`config.mk`:
```
export PLATFORM = sky130hd
export DESIGN_NAME = sacl_ram
export DESIGN_NICKNAME = d
export VERILOG_FILES = /design/src/hw/rtl/sacl_ram.sv
export SDC_FILE = /design/constraint.sdc
export NUM_CORES = 1
export LEC_CHECK = 0
export BUFFER_PORTS_ARGS = -buffer_cell sky130_fd_sc_hd__buf_2
export CORE_UTILIZATION = 38
export CTS_BUF_LIST = sky130_fd_sc_hd__clkbuf_8
export CTS_CLUSTER_DIAMETER = 150
export CTS_CLUSTER_SIZE = 28
export DETAILED_ROUTE_END_ITERATION = 10
export GPL_ROUTABILITY_DRIVEN = 0
export REMOVE_ABC_BUFFERS = 1
export SETUP_SLACK_MARGIN = 0.3
export SLEW_MARGIN = 25
export SYNTH_ARGS = -nofsm -noshare
export SYNTH_HDL_FRONTEND = slang
export SYNTH_SLANG_ARGS = --single-unit
```
`constraint.sdc`:
```
create_clock -name clk -period 2.45 [get_ports clk]
set_clock_uncertainty 0.15 [all_clocks]
set_input_delay 0.49 -clock clk [delete_from_list [all_inputs] [get_ports clk]]
set_output_delay 0.49 -clock clk [all_outputs]
set_load 0.02 [all_outputs]
```
`src/hw/rtl/sacl_ram.sv`:
```
// ----------------------------------------------------------------------------
// sacl_ram
// generic simple dual-port ram, one write and one registered read port
// ----------------------------------------------------------------------------
module sacl_ram #(
  parameter int WIDTH = 8,
  parameter int DEPTH = 16,
  parameter int ADDR_W = (DEPTH > 1) ? $clog2(DEPTH) : 1
) (
  input  logic              clk,
  input  logic              wr_en,
  input  logic [ADDR_W-1:0] wr_addr,
  input  logic [WIDTH-1:0]  wr_data,
  input  logic              rd_en,
  input  logic [ADDR_W-1:0] rd_addr,
  output logic [WIDTH-1:0]  rd_data
);

  logic [WIDTH-1:0] mem [DEPTH];

  always_ff @(posedge clk) begin
    if (wr_en) begin
      mem[wr_addr] <= wr_data;
    end
    if (rd_en) begin
      rd_data <= mem[rd_addr];
    end
  end

endmodule

```
---- Yosys cells after proc, flatten, opt, wreduce, memory -nomap -nowiden ----
Memory sizes are Yosys's and may differ from the RTL's. A register that Yosys moved wholly into a read port is not among the register bits.
Index checks and enable logic that the tools add are counted.
word-level totals
  input port bits ......................... 19
  logic and storage cells ................. 3
  bits in registers ....................... 0
  bits in writable memories ............... 128
  output and inout port bits .............. 8
  memories ................................ 1
memories
  name  depth  bits a word  rd ports  clocked after memory_dff  wr ports  line  RTL
  mem   16     8            1         1                         1         19    logic [WIDTH-1:0] mem [DEPTH];
operators by class
  mux-type cells .......................... 2
operators with widths
  kind     count
  $mux W1  2

---- Longest topological paths before layout ----
  depth in word-level cells ............... 2
  gate-level depth with buffers ........... 5
  gate-level depth less buffers ........... 3

---- Worst setup path before layout ----
OpenSTA, ideal clock, no wires.
  kind .................................... input-to-reg
  from .................................... input wr_addr[2]
  to ...................................... memory mem[0][0] (enable)
  slack ................................... 317 ps
  required time ........................... 1917 ps
  setup time .............................. 383 ps
  stages on the path ...................... 2
  path buffers ............................ 0
  data arrival time ....................... 1600 ps
  cell sequence ........................... or3b_2 > nor3_1
RTL lines
  what             line  RTL
  start, declared  12    input logic [ADDR_W-1:0] wr_addr,
  end, declared    19
Straight into the memory's write port.

==> results_dict.tcl <==
set metrics [dict create \
    p_leak_nw 2.06 \
    n_fill_cell 1139 \
    num_io_pins 27 \
    die_area_sq_mm 0.0142 \
    dr_total_vias 2418 \
    power_frac_clock_pct 39.9 \
    final_layout_size_suffix_gt1_share_pct 32.3 \
    dp_slack_ns 0.185 \
    post_cts_buffers 0 \
    final_nets 306 \
    cts_buffers 17 \
    ant_nets 0 \
    ys_types 18 \
    grt_pass1_vias 2498 \
    fmax_mhz 564 \
    grt_remaining_overflow 0 \
    die-height_um 119 \
    path_cells "buf_2, buf_4, mux4_1, a22oi_1, nand2_1" \
    period_share_pct 72.4 \
    ctsHoldBuffers 0 \
    dieWidth_um 119 \
    power_mw 4.80 \
    slew_headroom_pct 72.8 \
    synth.area.top_cells "edfxtp_1 78%, mux4_2 7.8%, mux4_1 7.0%, a22oi_1 2.3%, nor2_1 0.93%" \
    htreeDepth 4 \
    antenna_found_initial 0 \
    grt_pass1_wl_um 15300 \
    layout.cells.most_common_list "136 x edfxtp_1, 26 x buf_2, 21 x buf_4" \
    crit_type "in -> reg" \
    hp-class "in -> reg" \
    multi_input_area_sq_mm 0.00106 \
    root_buffer "clkbuf_8" \
    netlist_area_sq_mm 0.00523 \
    path_max_fanout 12 \
    final_max_slew_viol_count 0 \
    synth_seq_area_share_pct 78.1 \
    grt_use_total_pct 15.4 \
    fp.coreArea_sq_mm 0.0133 \
    clock-sinks 136 \
    power_frac_comb_pct 5.3 \
    rows 42 \
    synth_top_area_cell "edfxtp_1" \
    drt_wl_total_um 9950 \
    ys_seq_elements 136 \
    rsz0062_at_grt "false" \
    status "completed" \
    power_density_mw_per_mm2 786 \
    synth_top_area_share_pct 78.1 \
    wl_met2_um 4680 \
    worst_slack_ns 0.677 \
    start_kind "input pin" \
    endpoint_kind "flop" \
    start_util_pct 39.2 \
    finalSetupTns_ns 0 \
    final_core_util_pct 45.8 \
    vias_per_cell 5.08 \
    grt_max_degree 17 \
    register_area_sq_mm 0.00408 \
    setup_viol 0 \
    ctsResizeCount 0 \
    pwr-share-seq_pct 54.8 \
    wl_per_cell_um 20.9 \
    yosys_warnings 0 \
    p_switching_uw 981 \
    port_buffers 26 \
    clk_pin_slew_ns 0.08 \
    cts_buffer_depth 2 \
    slowest_stage "mux4_1" \
    synth_cells 229 \
    critPathMaxStageDelay_ns 0.58 \
    drt_first_iter_violations 162 \
    drtPass1Iterations 4 \
    syn_area_per_cell_sq_um 22.8 \
    wl_met3_um 662 \
    worst_pin_slew_ns 0.408 \
    arrival_ns 1.81 \
    cp.required_ns 2.49 \
    maxCapViolations 0 \
    hpwl_um 6530 \
    clk_latency_ns 0.43 \
    cts_tree "done" \
    diodes 0 \
    ir_drop_mv 0.289 \
    power_switching_share_pct 20.4 \
    period_minus_slack_ns 1.77 \
    final_hold_viol_count 0 \
    layout_commonest_cell "edfxtp_1" \
    internal_power_mw 3.82 \
    top_layer "met4" \
    area_delta_synth_final_pct 16.9 \
    met1_length_um 4480 \
    drc 0 \
]
==> worst paths after layout <==
| kind | from | end | slack (ns) | cells past startpoint |
|---|---|---|---|---|
| hold reg to reg | mem[12][6] | rd_data[6] | 0.60 | 3 |
| hold / removal | rd_en | rd_data[4] | 0.27 | 1 |
| setup / recovery | rd_addr[0] | rd_data[5] | 0.68 | 5 |
| setup reg to reg | mem[5][3] | rd_data[3] | 0.81 | 3 |
==> state kept, by name, summed over array words and instances (netlist names) <==
| signal | cells |
|---|---|
| mem | 128 |
| rd_data | 8 |
==> cell usage after synthesis <==
cell type and number:
mux4_1 14, mux4_2 18, buf_2 3, and2b_1 1, a22oi_1 16, nand2b_1 2, clkdlybuf4s25_2 3, buf_4 1
nor2b_1 1, buf_6 3, and2_1 1, nand2_1 9, or3b_2 1, nor3_1 4, edfxtp_1 136, nand3_1 1
nor2_1 13, nand3b_1 2
==> through the flow <==
| stage | std cells | instance area, sq um | hold slack (ns) |
|---|---|---|---|
| floorplan | 219 | 5140 | 0.439 |
| global placement | 444 | 5690 | 0.587 |
| detailed placement | 444 | 5690 | 0.589 |
| CTS | 476 | 6110 | 0.248 |
| global route | 476 | 6110 | 0.252 |
| finish | 476 | 6110 | 0.270 |
==> routing by layer <==
metal / track usage [%] / up-vias
met5: 0 / -
met4: 5.39 / 0
met3: 3.98 / 13
met2: 22.7 / 82
met1: 22.2 / 1229
li1: - / 1094
==> logic make-up after synthesis <==
logic type	count (synthesis)	synth area share [%]
AO/OA/AOI/OAI	16	2.30
buffers and inverters	10	1.65
flip-flops	136	78.1
multiplexers	32	14.8
AND/OR/NAND/NOR	35	3.14
==> worst max-delay path, delay by kind of cell <==
family / cells / cell delay (ns)
compound gates: 1 / 0.26
buf+inv: 2 / 0.41
mux: 1 / 0.58
simple gates: 1 / 0.08
==> area by class of cell <==
class | count | share of cell area [%]
Sequential cell | 136 | 66.9
Multi-Input combinational cell | 83 | 17.3
Timing Repair Buffer | 49 | 5.37
Clock inverter | 15 | 3.03
Clock buffer | 17 | 3.83
Tap cell | 176 | 3.61
==> power by group through the flow <==
stage                     registers [mW]  clock network [mW]  logic [mW]
after global routing                2.63                2.06       0.279
after global placement              2.68                   0       0.258
after detailed placement            2.68                   0       0.262
after CTS                           2.63                1.95       0.263
final                               2.63                1.91       0.256
after floorplan                     2.69                   0       0.105
(Power assumes the default switching activity.)
