$ cat src/hw/rtl/sacl_pkg.sv
// ----------------------------------------------------------------------------
// sacl_pkg
// shared codes, widths and types of the set-associative lru cache simulator
// ----------------------------------------------------------------------------
package sacl_pkg;

  localparam int ADDR_PORT_W = 64;
  localparam int TOTAL_W     = 32;
  localparam int CFG_INDEX_W = 2;
  localparam int CFG_DATA_W  = 6;

  typedef logic [1:0] kind_t;
  typedef logic [1:0] outcome_t;
  typedef logic [CFG_INDEX_W-1:0] cfg_index_t;

  // access kinds
  localparam kind_t KIND_LOAD   = 2'd0;
  localparam kind_t KIND_STORE  = 2'd1;
  localparam kind_t KIND_MODIFY = 2'd2;
  localparam kind_t KIND_IFETCH = 2'd3;

  // lookup outcomes
  localparam outcome_t OUTCOME_HIT   = 2'd0;
  localparam outcome_t OUTCOME_FILL  = 2'd1;
  localparam outcome_t OUTCOME_EVICT = 2'd2;

  // configuration register indexes
  localparam cfg_index_t CFG_INDEX_BITS  = 2'd0;
  localparam cfg_index_t CFG_OFFSET_BITS = 2'd1;
  localparam cfg_index_t CFG_WAYS_IN_USE = 2'd2;

  typedef struct packed {
    logic [2:0] index_bits;
    logic [5:0] offset_bits;
    logic [3:0] ways_in_use;
  } cfg_t;

endpackage

$ cat src/hw/rtl/sacl_split.sv
// ----------------------------------------------------------------------------
// sacl_split
// splits a byte address into set index and tag
// ----------------------------------------------------------------------------
module sacl_split #(
  parameter int MAX_SETS   = 64,
  parameter int ADDR_WIDTH = 64,
  parameter int SET_W      = (MAX_SETS > 1) ? $clog2(MAX_SETS) : 1
) (
  input  logic [sacl_pkg::ADDR_PORT_W-1:0] address,
  input  sacl_pkg::cfg_t                   cfg,
  output logic [SET_W-1:0]                 set_idx,
  output logic [ADDR_WIDTH-1:0]            tag
);

  import sacl_pkg::*;

  function automatic int floor_log2(input int n);
    int r;
    r = 0;
    while ((2 << r) <= n) r++;
    return r;
  endfunction

  localparam int S_MAX = floor_log2(MAX_SETS);

  logic [ADDR_WIDTH-1:0] addr;
  logic [ADDR_WIDTH-1:0] setpart;
  logic [ADDR_WIDTH-1:0] mask;
  logic [2:0]            s_eff;
  logic [6:0]            tag_shift;

  always_comb begin
    addr = address[ADDR_WIDTH-1:0];
    // index width limited to what the set count holds
    if (32'(cfg.index_bits) > S_MAX) begin
      s_eff = 3'(S_MAX);
    end else begin
      s_eff = cfg.index_bits;
    end
    setpart   = addr >> cfg.offset_bits;
    mask      = (ADDR_WIDTH'(1) << s_eff) - ADDR_WIDTH'(1);
    set_idx   = SET_W'(setpart & mask);
    // a shift past the address gives a zero tag
    tag_shift = 7'(cfg.offset_bits) + 7'(s_eff);
    tag       = addr >> tag_shift;
  end

endmodule

$ cat config.mk
export PLATFORM = sky130hd
export DESIGN_NAME = sacl_split
export DESIGN_NICKNAME = d
export VERILOG_FILES = /design/src/hw/rtl/sacl_pkg.sv /design/src/hw/rtl/sacl_split.sv
export SDC_FILE = /design/constraint.sdc
export NUM_CORES = 1
export LEC_CHECK = 0
export BUFFER_PORTS_ARGS = -buffer_cell sky130_fd_sc_hd__clkbuf_2
export CELL_PAD_IN_SITES_DETAIL_PLACEMENT = 0
export CELL_PAD_IN_SITES_GLOBAL_PLACEMENT = 1
export CORE_MARGIN = 1
export CORE_UTILIZATION = 43
export DETAILED_ROUTE_END_ITERATION = 16
export MAX_ROUTING_LAYER = met4
export PLACE_DENSITY_LB_ADDON = 0.1
export SLEW_MARGIN = 5
export SYNTH_ARGS = -nofsm -noshare
export SYNTH_HDL_FRONTEND = slang
export SYNTH_SLANG_ARGS = --single-unit
$ cat constraint.sdc
create_clock -name vclk -period 4.5
set_input_delay 0.45 -clock vclk [all_inputs]
set_output_delay 0.45 -clock vclk [all_outputs]
set_load 0.02 [all_outputs]
======== Word level (Yosys, flattened, before mapping) ========
Cells that the tools add are included.
cells by class
  add/sub/neg operators ................... 2
  $mul .................................... 0
  div/mod/pow operators ................... 0
  $lt $le $gt $ge ......................... 1
  equal/unequal tests ..................... 0
  shift operators ......................... 3
  mux-type cells .......................... 1
  bitwise gates (word level) .............. 1
  reductions and logical operators ........ 0
operator list
  cell                   count
  $shr A64 B6 Y6         1
  $shr A64 B7 Y64        1
  $add A6 B3 Y7          1
  $and A6 B6 Y6          1
  $shl A1 B3 Y6 const A  1
  $sub A6 B2 Y6 const B  1
  $gt A3 B3 Y1 const B   1
  $mux W3                1
storage, ports and cells
  bits in registers ....................... 0
  bits in latches ......................... 0
  bits in writable memories ............... 0
  bits in read-only memories .............. 0
  input port bits ......................... 77
  output and inout port bits .............. 70
  logic and storage cells ................. 8
  memories kept ........................... 0

======== Depth between registers and ports, before layout ========
  word-level depth ........................ 5
  gate-level depth with buffers ........... 15
  depth with buffers taken out ............ 10

======== Least setup slack after synthesis ========
No wires, ideal clock.
  path kind ............................... in2out
  from .................................... in cfg[12] (netlist name)
  to ...................................... out tag[31]
  data arrival time ....................... 3.539 ns
  path slack .............................. 0.511 ns
  stages on the path ...................... 13
  path buffers ............................ 4
  cells stage by stage .................... clkbuf_1 -> nand2_1 -> and2_1 -> ha_1 -> fa_1 -> buf_2 -> buf_6 -> buf_6 -> mux2i_1 -> mux4_2 -> o21ai_1 -> a22oi_1 -> a211oi_1
between the ends
  cells in the longest elaborated chain, start to end .. 4
RTL lines
  element            line              RTL
  from (decl)        sacl_split.sv:11  input sacl_pkg::cfg_t cfg,
  $gt A3 B3 Y1       sacl_split.sv:36  if (32'(cfg.index_bits) > S_MAX) begin
  $mux W3 *          sacl_split.sv:36
  $add A6 B3 Y7 *    sacl_split.sv:45  tag_shift = 7'(cfg.offset_bits) + 7'(s_eff);
  $shr A64 B7 Y64 *  sacl_split.sv:46  tag = addr >> tag_shift;
  to (decl)          sacl_split.sv:13  output logic [ADDR_WIDTH-1:0] tag
Mark *: on every way between the ends. The rest lies on a longest branch, timed or not.

======== Final worst setup path ========
  from .................................... in cfg[11] (netlist name)
  to ...................................... out tag[5]
Same word-level chain as after synthesis.

==> metrics.cfg <==
[global_route]
grt_max_degree=72
grt_pass1_vias=7111
grt_pass1_wl_um=43290
gr-total-overflow=0
antenna_found_initial=0
grt_use_total_pct=35.58

[detailed_routing]
drt-total-wl_um=28550
drt-pass1-iter-count=5
via_count=7696
drt_iter0_markers=738
routedWlPerCell_um=25.34
avgViaCountPerCell=6.829
drc=0
ant_nets=0

[final_layout]
nNetsFinal=999
clockBufferCount=0
n_antenna_cell=0
syn2layout_area_growth_pct=16.07
drive_gt1_share_pct=38.32
regArea_um2=0
final_core_util_pct=51.35
design.seq.count=0

[floorplanning]
die_w_um=127.5
die_y_um=127.5
initial_core_util_pct=44.24
core_um2=15310
ios=147
rows=45
dieArea_um2=16260

[timing]
worst_pin_slew_ns=0.9604
fin_setup_tns_ns=0
rsz0062_at_grt=false
slew_headroom_pct=35.97
report.final.setup_viol=0
fin_crit_sh_pct=99.55
fin_crit_ns=4.480
fmax_mhz=223.2
final-max-slew-violation-count=0
hold_violations=0
fin_ws_ns=0.02034

[logic_synthesis]
synth_cell_types=75
ys_warn_count=0
ys_seq_area_share_pct=0
yosys.area.top_type=mux4_2
syn_area_um2=6775
synth_cells=797
synth.net_count=878
synth_area_per_cell_um2=8.501
netlist_top_cells_area=mux4_2, mux2i_1, mux2_2
synth_top_area_share_pct=25.26

[place]
place_congestion=0.9694
dp_hpwl_um=22090
place_ws_ns=0.05048
io_buffers=143

[worst_setup_path]
required_ns=4.05
worstSetupPathType=input pin to output pin
end_kind=output pin
crit_path_start_kind=input pin
cp.arrival_ns=4.03
crit_path_max_fanout=8

[power_and_ir_drop]
p_leak_nw=3.328
irDropWorstVdd_uv=144.3
cellPowerDensity_nw_per_um2=264.6

[status]
status=finished, final reports clean

[min_path]
hold_end=set_idx[5]
hold_path.class=input pin to output pin
hold_start=cfg[11]
hold_depth=4

[clock_tree]
cts_hold_buf=0

[job]
cap_violations=0

placed cells by master (no fill, tap or decap), types with 12 or more instances in the layout:
cell type  instances
clkbuf_2         142
o21ai_0           38
o22ai_1           12
o221ai_1          17
a21oi_1           37
nor2_1            70
nor3_1            13
mux2_2            44
o21ai_1           19
nand3_1           18
buf_4             52
mux4_2            76
nand2_1           84
mux2i_1          130
layer usage:
metal  vias to the layer above  GRT usage, %  part of all wire (%)  wire length (um)
met4                         0         6.583                   2.0               565
met3                        41         5.611                   9.8              2806
li1                       3426             -                     -                 -
met1                      3765         49.97                    43             12190
met2                       464         54.19                    45             12990
met5                         -             -                     0                 0
cell families (layout without fill, tap and decap cells):
logic type | Yosys count | count (layout) | share of synthesized area (%)
xor gates and xnor gates | 2 | 2 | 0.4803
adders and majority gates | 4 | 4 | 0.8496
muxes | 262 | 262 | 54.37
and+or+nand+nor | 220 | 220 | 14.13
AOI/OAI and AO/OA | 221 | 221 | 23.31
buffers and inverters | 88 | 207 | 6.870
worst max-delay path, cell delays in order:
cell and delay (ns):
clkbuf_2 0.11, nand2_1 0.10, and2_1 0.19, ha_2 0.19, fa_4 0.78, buf_4 0.19, buf_4 0.14, mux2_2 0.37
mux4_2 0.54, nand2_1 0.09, o21ai_1 0.18, o21ai_1 0.34, o221ai_1 0.16, clkbuf_2 0.19
stage by stage:
stage / total power [mW] / hold slack [ns] / instances / cell area [um2]
floorplan: 1.367 / 1.127 / 797 / 6775
global placement: 1.978 / 1.338 / 1115 / 7734
detailed placement: 1.987 / 1.348 / 1115 / 7734
CTS: 1.995 / 1.349 / 1115 / 7734
global route: 2.201 / 1.386 / 1127 / 7864
finish: 2.081 / 1.362 / 1127 / 7864
cells in the mapped netlist, types with 7 or more instances:
cell type,count
a211oi_1,11
a21oi_1,37
a22oi_1,7
a2bb2oi_1,10
buf_1,9
buf_2,34
buf_6,7
clkbuf_1,22
mux2_2,44
mux2i_1,130
mux4_2,76
nand2_1,84
nand2b_1,10
nand3_1,18
nor2_1,70
nor3_1,13
o211ai_1,10
o21ai_0,39
o21ai_1,18
o221ai_1,17
o22ai_1,12
area by class of cell:
class              count  area (um2)
fillers             1565        7451
multi-input cells    709        6369
well taps            211       264.0
inverters              8       30.03
repair buffers       199        1201
worst max path at each step:
stage | depth (start not counted) | endpoint | from
after floorplan | 13 | tag[31] | cfg[12]
after global placement | 13 | tag[1] | cfg[11]
after detailed placement | 13 | tag[1] | cfg[11]
after CTS | 13 | tag[1] | cfg[11]
after global routing | 14 | tag[1] | cfg[11]
final | 14 | tag[5] | cfg[11]
timing repair:
action,CTS,global route
setup endpoints to repair,0,23
buffers inserted,0,12
gates resized for setup,0,3
report_power, final:
part | switching [mW] | total (mW) | internal, mW
registers | 0 | 0 | 0
logic | 1.23 | 2.08 | 0.847
clock network | 0 | 0 | 0
total | 1.23 | 2.08 | 0.847
Note: power is estimated with default switching activity, not from simulation.
