--- src/hw/rtl/sacl_pkg.sv ---
// ----------------------------------------------------------------------------
// sacl_pkg
// shared codes, widths and types of the set-associative lru cache simulator
// ----------------------------------------------------------------------------
package sacl_pkg;

  localparam int ADDR_PORT_W = 64;
  localparam int TOTAL_W     = 32;
  localparam int CFG_INDEX_W = 2;
  localparam int CFG_DATA_W  = 6;

  typedef logic [1:0] kind_t;
  typedef logic [1:0] outcome_t;
  typedef logic [CFG_INDEX_W-1:0] cfg_index_t;

  // access kinds
  localparam kind_t KIND_LOAD   = 2'd0;
  localparam kind_t KIND_STORE  = 2'd1;
  localparam kind_t KIND_MODIFY = 2'd2;
  localparam kind_t KIND_IFETCH = 2'd3;

  // lookup outcomes
  localparam outcome_t OUTCOME_HIT   = 2'd0;
  localparam outcome_t OUTCOME_FILL  = 2'd1;
  localparam outcome_t OUTCOME_EVICT = 2'd2;

  // configuration register indexes
  localparam cfg_index_t CFG_INDEX_BITS  = 2'd0;
  localparam cfg_index_t CFG_OFFSET_BITS = 2'd1;
  localparam cfg_index_t CFG_WAYS_IN_USE = 2'd2;

  typedef struct packed {
    logic [2:0] index_bits;
    logic [5:0] offset_bits;
    logic [3:0] ways_in_use;
  } cfg_t;

endpackage

--- src/hw/rtl/sacl_way_update.sv ---
// ----------------------------------------------------------------------------
// sacl_way_update
// tag compare, victim choice and lru age update of one set row
// ----------------------------------------------------------------------------
module sacl_way_update #(
  parameter int MAX_WAYS   = 8,
  parameter int ADDR_WIDTH = 64,
  parameter int AGE_W      = (MAX_WAYS > 1) ? $clog2(MAX_WAYS) : 1,
  parameter int ROW_W      = MAX_WAYS * (1 + AGE_W + ADDR_WIDTH)
) (
  input  logic [ROW_W-1:0]      row_in,
  input  logic                  row_live,
  input  logic [ADDR_WIDTH-1:0] tag,
  input  sacl_pkg::cfg_t        cfg,
  output logic [ROW_W-1:0]      row_out,
  output sacl_pkg::outcome_t    outcome
);

  import sacl_pkg::*;

  localparam int WAY_W  = 1 + AGE_W + ADDR_WIDTH;
  localparam int WIDX_W = (MAX_WAYS > 1) ? $clog2(MAX_WAYS) : 1;
  localparam logic [AGE_W-1:0] AGE_MAX = AGE_W'(MAX_WAYS - 1);

  logic [MAX_WAYS-1:0]   v;
  logic [MAX_WAYS-1:0]   in_use;
  logic [MAX_WAYS-1:0]   stop;
  logic [AGE_W-1:0]      age [MAX_WAYS];
  logic [AGE_W-1:0]      age_next [MAX_WAYS];
  logic [ADDR_WIDTH-1:0] tg [MAX_WAYS];
  logic [5:0]            ways_eff;
  logic [WIDX_W-1:0]     first_way;
  logic [WIDX_W-1:0]     victim;
  logic [WIDX_W-1:0]     w;
  logic                  found;
  logic                  fill;
  logic [AGE_W-1:0]      old_age;

  always_comb begin
    // ways in use, clamped to 1..MAX_WAYS
    ways_eff = {2'b00, cfg.ways_in_use};
    if (ways_eff == 6'd0) begin
      ways_eff = 6'd1;
    end
    if (ways_eff > 6'(MAX_WAYS)) begin
      ways_eff = 6'(MAX_WAYS);
    end

    for (int k = 0; k < MAX_WAYS; k++) begin
      v[k]      = row_live & row_in[k*WAY_W + WAY_W - 1];
      age[k]    = row_in[k*WAY_W + ADDR_WIDTH +: AGE_W];
      tg[k]     = row_in[k*WAY_W +: ADDR_WIDTH];
      in_use[k] = 6'(k) < ways_eff;
      stop[k]   = in_use[k] & (~v[k] | (tg[k] == tag));
    end

    // first empty or matching way
    first_way = '0;
    for (int k = MAX_WAYS - 1; k >= 0; k--) begin
      if (stop[k]) begin
        first_way = WIDX_W'(k);
      end
    end

    // oldest way, highest way on a tie
    victim = '0;
    for (int k = 0; k < MAX_WAYS; k++) begin
      if (in_use[k] && (age[k] >= age[victim])) begin
        victim = WIDX_W'(k);
      end
    end

    found   = |stop;
    fill    = found && !v[first_way];
    w       = found ? first_way : victim;
    old_age = age[w];

    priority if (!found) begin
      outcome = OUTCOME_EVICT;
    end else if (fill) begin
      outcome = OUTCOME_FILL;
    end else begin
      outcome = OUTCOME_HIT;
    end

    for (int k = 0; k < MAX_WAYS; k++) begin
      age_next[k] = age[k];
      if (in_use[k] && v[k] && (fill || (age[k] < old_age)) && (age[k] < AGE_MAX)) begin
        age_next[k] = age[k] + AGE_W'(1);
      end
      if (WIDX_W'(k) == w) begin
        row_out[k*WAY_W +: WAY_W] = {1'b1, {AGE_W{1'b0}}, tag};
      end else begin
        row_out[k*WAY_W +: WAY_W] = {v[k], age_next[k], tg[k]};
      end
    end
  end

endmodule

--- config.mk ---
export PLATFORM = sky130hd
export DESIGN_NAME = sacl_way_update
export DESIGN_NICKNAME = d
export VERILOG_FILES = /design/src/hw/rtl/sacl_pkg.sv /design/src/hw/rtl/sacl_way_update.sv
export SDC_FILE = /design/constraint.sdc
export NUM_CORES = 1
export LEC_CHECK = 0
export ABC_AREA = 1
export BUFFER_PORTS_ARGS = -buffer_cell sky130_fd_sc_hd__buf_4
export CORE_AREA = 2 2 461 463
export DETAILED_ROUTE_END_ITERATION = 8
export DIE_AREA = 0 0 463 465
export REMOVE_ABC_BUFFERS = 1
export SLEW_MARGIN = 0
export SYNTH_ARGS = -nofsm -noshare
export SYNTH_HDL_FRONTEND = slang
export SYNTH_SLANG_ARGS = --single-unit
--- constraint.sdc ---
create_clock -name vclk -period 12.19
set_clock_uncertainty 0.2 [all_clocks]
set_input_delay 0 -clock vclk [all_inputs]
set_output_delay 0 -clock vclk [all_outputs]
set_load 0.05 [all_outputs]
Yosys cells after proc, flatten, opt, wreduce, memory -nomap -nowiden
Index checks and enable logic that the tools add are counted.
- register bits: 0
- bits of input ports: 622
- muxes and demuxes: 59
- $lt $le $gt $ge: 40
- reductions and logical operators: 44
- add/subtract/negate cells: 8
- bitwise logic cells: 39
- eq/ne operators: 15
- operators by type and width (kind ; number):
    68-bit two-way mux ; 8
    64-bit equality test ; 8
    3-bit two-way mux ; 37
    3-bit binary-select mux with 3-bit select ; 7
    1-bit logical AND ; 32
    4-bit >= comparator, second input constant ; 7
    3-bit NOT with 4-bit output ; 7
    3-bit by 1-bit adder with 3-bit output, second input constant ; 8
    3-bit < comparator ; 8
    3-bit < comparator, second input constant ; 8
    3-bit by 6-bit < comparator with 1-bit output, first input constant ; 4
    3-bit >= comparator ; 7
    1-bit AND ; 16
    3-bit equality test, first input constant ; 4
    1-bit by 6-bit < comparator with 1-bit output, first input constant ; 2
    2-bit by 6-bit < comparator with 1-bit output, first input constant ; 2
    1-bit logical OR ; 8
    4-bit two-way mux ; 2
    1-bit NOT ; 8
    1-bit OR ; 8
    8-bit OR reduction ; 1
    2-bit by 3-bit equality test with 1-bit output, first input constant ; 2
    6-bit by 4-bit greater-than comparator with 1-bit output, second input constant ; 1
    4-bit logical NOT ; 1
    7 further kinds ; 9

Longest topological paths before layout
- depth after elaboration: 60
- depth in mapped cells: 84

Worst setup path before layout
OpenSTA, ideal clock, no wires.
- path kind: input -> output
- start: in row_in[66]
- end: out row_out[338]
- setup slack: 1.026 ns
- stages on the path: 80
- required time: 11.990 ns
- buffers on the path: 0
- arrival: 10.964 ns
- path through: inv_1 > ha_1 > nand2_1 > o211ai_1 > nand2_2 > inv_2 > nor2_1 > o21bai_1 > ha_1 > inv_1 > nand2_1 > a21oi_1 > nor2_1 > o21ai_2 > nand2_1 > o21ai_0 > ha_1 > inv_1 > [44 not listed] > nand2_1 > inv_1 > nor2_4 > nand2_1 > nand2_2 > inv_2 > nor2_1 > inv_1 > or2_2 > a31oi_1 > ha_1 > nand2_1 > inv_2 > nand2_1 > nand2_1 > nand2_2 > nand3_1 > a21oi_1
- longest elaborated chain between the ends: 56
- ends and longest elaborated chain (what ; RTL line ; text):
    from (decl) ; sacl_way_update.sv:11 ; input logic [ROW_W-1:0] row_in,
    3-bit >= comparator ; sacl_way_update.sv:68 ; if (in_use[k] && (age[k] >= age[victim])) begin
    1-bit logical AND ; sacl_way_update.sv:68 ;
    1-bit two-way mux ; sacl_way_update.sv:68 ;
    3-bit NOT with 4-bit output (implied by the code) ; sacl_way_update.sv:68 ;
    3-bit binary-select mux with 3-bit select ; sacl_way_update.sv:68 ;
    3-bit two-way mux (implied by the code) (2 in a row) ; sacl_way_update.sv:68 ;
    3-bit >= comparator ; sacl_way_update.sv:68 ;
    1-bit logical AND ; sacl_way_update.sv:68 ;
    [37 not listed] ; -- ;
    3-bit NOT with 4-bit output (implied by the code) ; sacl_way_update.sv:76 ; old_age = age[w];
    3-bit binary-select mux with 3-bit select ; sacl_way_update.sv:76 ;
    3-bit two-way mux (implied by the code) (2 in a row) ; sacl_way_update.sv:76 ;
    3-bit < comparator ; sacl_way_update.sv:88 ; if (in_use[k] && v[k] && (fill || (age[k] < old_age)) && (age[k] < AGE_MAX)) begin
    1-bit logical OR ; sacl_way_update.sv:88 ;
    1-bit logical AND (2 in a row) ; sacl_way_update.sv:88 ;
    3-bit two-way mux ; sacl_way_update.sv:88 ;
    68-bit two-way mux (*) ; sacl_way_update.sv:91 ; if (WIDX_W'(k) == w) begin
    to (decl) ; sacl_way_update.sv:15 ; output logic [ROW_W-1:0] row_out,
Mark *: on every way between the ends. The rest lies on a longest branch, timed or not. The select of a mux whose other input is x is not followed.

Worst setup path after layout
- start: in row_in[132]
- end: out row_out[268]
The elaborated chain is that of the path after synthesis.

==> impl_metrics.toml <==
[timing]
fin_setup_tns_ns = 0
drv_slew = 0
tightest_slew_ns = 1.157
setup_ws_ns = 1.098
period_share_pct = 90.99
setup_viol = 0
max_freq_mhz = 90.16
fin_crit_ns = 11.09
hold_viol_final = 0
relSlewSlack_pct = 22.24

[worst_setup_path]
path_max_fanout = 7
worstSetupPathType = "in2out"
arrival_ns = 10.89
cp-start-kind = "input pin"
slowest_stage = "a2111oi_2"
crit_path_frequent_cell = "nand2_1"
end_kind = "primary output"
slowest_delay_ns = 0.47
crit_required_ns = 11.99

[route]
drt-total-wl_mm = 242.5
final_antenna_net_count = 0
dr.pass1.iters = 7
dr_total_vias = 25912
drtIter0Drc = 2526
wire_per_inst_um = 34.96
vias_per_cell = 3.735
route.detailed.drc = 0

[global_route]
grt_usage_pct = 21.41
grt_pass1_vias = 24084
antenna_found_initial = 144
grt_pass1_wl_mm = 294.7
grt_max_degree = 91
grt-ovfl-total = 0

[pwr]
finalPower_mw = 2.110
leakagePower_nw = 13.32
power.density_nw_per_um2 = 74.28
ir_worst_vdd_mv = 0.05994

[finish]
seq_cell_count = 0
syn_to_final_growth_pct = 85.82
nFillCells = 24881
layout-drive-gt1-share_pct = 36.06
final_nets = 4737
fin_area_sq_um = 28410
clock_buffers = 0
regArea_sq_um = 0

[run_status]
outcome = "complete, no violations"

[floorplan]
row_count = 169
fp.dieW_um = 463
die_y_um = 465
dieArea_sq_um = 215300
start_util_pct = 7.253
core-area_sq_um = 210800
boundaryPins = 1168

[place]
place.gp.congestion = 1.021
dp_slack_ns = 0.5824
place_area_sq_um = 28110
io_buffer_count = 1158
dp_hpwl_mm = 220.7

[yosys]
netlist_area_sq_um = 15290
ys.warnings.count = 0
synth_seq_area_share_pct = 0
synth_area_per_cell_sq_um = 5.229
synth_cells = 2924
synth.distinct_cells = 44

[worst_hold_path]
hold_class = "in2out"

[job]
cap_violations = 0
-- path summary, 6_finish.rpt --
path / startpoint / endpoint / slack (ns) / cells past startpoint
max: row_in[132] / row_out[268] / 1.10 / 85
min: row_in[8] / row_out[8] / 0.19 / 4
-- through the flow --
stage | hold slack, ns | std cells | utilization (%)
2_1_floorplan | 0.09875 | 2744 | -
3_3_place_gp | 0.1854 | 6890 | 13.33
3_5_place_dp | 0.1880 | 6890 | 13.33
4_1_cts | 0.1902 | 6890 | 13.33
5_1_grt | 0.2075 | 6929 | 13.47
6_report | 0.1887 | 6937 | 13.48
-- report_power, final --
| part | switching [mW] | leakage [nW] | internal [mW] |
|---|---|---|---|
| sequential | 0 | 0 | 0 |
| combinational | 1.43 | 13.3 | 0.683 |
| clock | 0 | 0.000254 | 0.000000411 |
-- kinds of logic after synthesis --
logic type | Yosys count | share of synthesized area [%]
buffers and inverters | 417 | 12.67
AO/OA/AOI/OAI | 633 | 21.32
other | 1 | 0.02453
AND/OR/NAND/NOR | 1414 | 38.79
adder cells (fa/ha/maj) | 37 | 3.028
XOR/XNOR | 422 | 24.17
-- routing by layer --
metal	global-route usage (%)	part of all wire (%)	routed length [um]	vias up
met4	7.328	4.0	9763	38
met3	10.76	13	31200	370
li1	-	-	-	11729
met2	35.29	46	110800	1632
met1	23.71	37	90490	12143
met5	0	0.12	280	-
-- area by class of cell --
cell class	instances	area, sq um	area share (%)
multi-input combinational	2507	13480	47.45
timing repair buffer	1332	10370	36.50
tap	2821	3530	12.42
inverter	237	930.9	3.277
antenna	40	100.1	0.3523
-- critical path: cells and delay by family --
kind | cells | cell delay, ns
adders and majority gates | 8 | 2.32
and+or+nand+nor | 31 | 2.62
buffers and inverters | 18 | 1.92
AOI/OAI and AO/OA | 28 | 3.96
-- placed cells by master, fill, tap and decap left out, types with 10 or more instances in the layout --
| cell type | n |
|---|---|
| nand2_2 | 27 |
| ha_1 | 36 |
| buf_4 | 1301 |
| nand2_1 | 979 |
| nor3_1 | 17 |
| o211ai_1 | 10 |
| a21oi_1 | 38 |
| nand4_1 | 78 |
| inv_1 | 185 |
| o21ai_0 | 475 |
| xnor2_1 | 333 |
| xor2_1 | 89 |
| inv_4 | 11 |
| inv_2 | 37 |
| or2_1 | 10 |
| nand3_1 | 68 |
| nor2_4 | 11 |
| buf_12 | 29 |
| nor2_2 | 13 |
| nor2_1 | 183 |
| diode_2 | 40 |
| o21ai_1 | 79 |
-- cell usage after synthesis (5+ instances only) --
cell	number	area share (%)
o21ai_1	73	2.4
o21ai_0	482	16
a21oi_1	43	1.4
xor2_1	89	5.1
or2_1	10	0.41
nand2_2	27	1.1
buf_6	11	0.81
ha_1	37	3.0
buf_4	60	2.9
inv_1	195	4.8
nand4_1	78	3.2
nand3_1	68	2.2
o211ai_1	10	0.49
nand3_2	9	0.59
nor2_2	11	0.45
buf_2	41	1.3
a311oi_1	5	0.29
nor2_4	6	0.44
clkbuf_1	68	1.7
xnor2_1	333	19
inv_2	36	0.88
nand2_4	6	0.44
a31oi_1	6	0.25
inv_4	5	0.20
nand2_1	981	24
nor2_1	190	4.7
nor3_1	17	0.56
-- what timing repair did --
item	4_1_cts	5_1_grt
gates resized for setup	0	47
hold buffers	0	0
setup endpoints to repair	0	194
buffers inserted	0	7
Power figures use the tool's default switching activity.
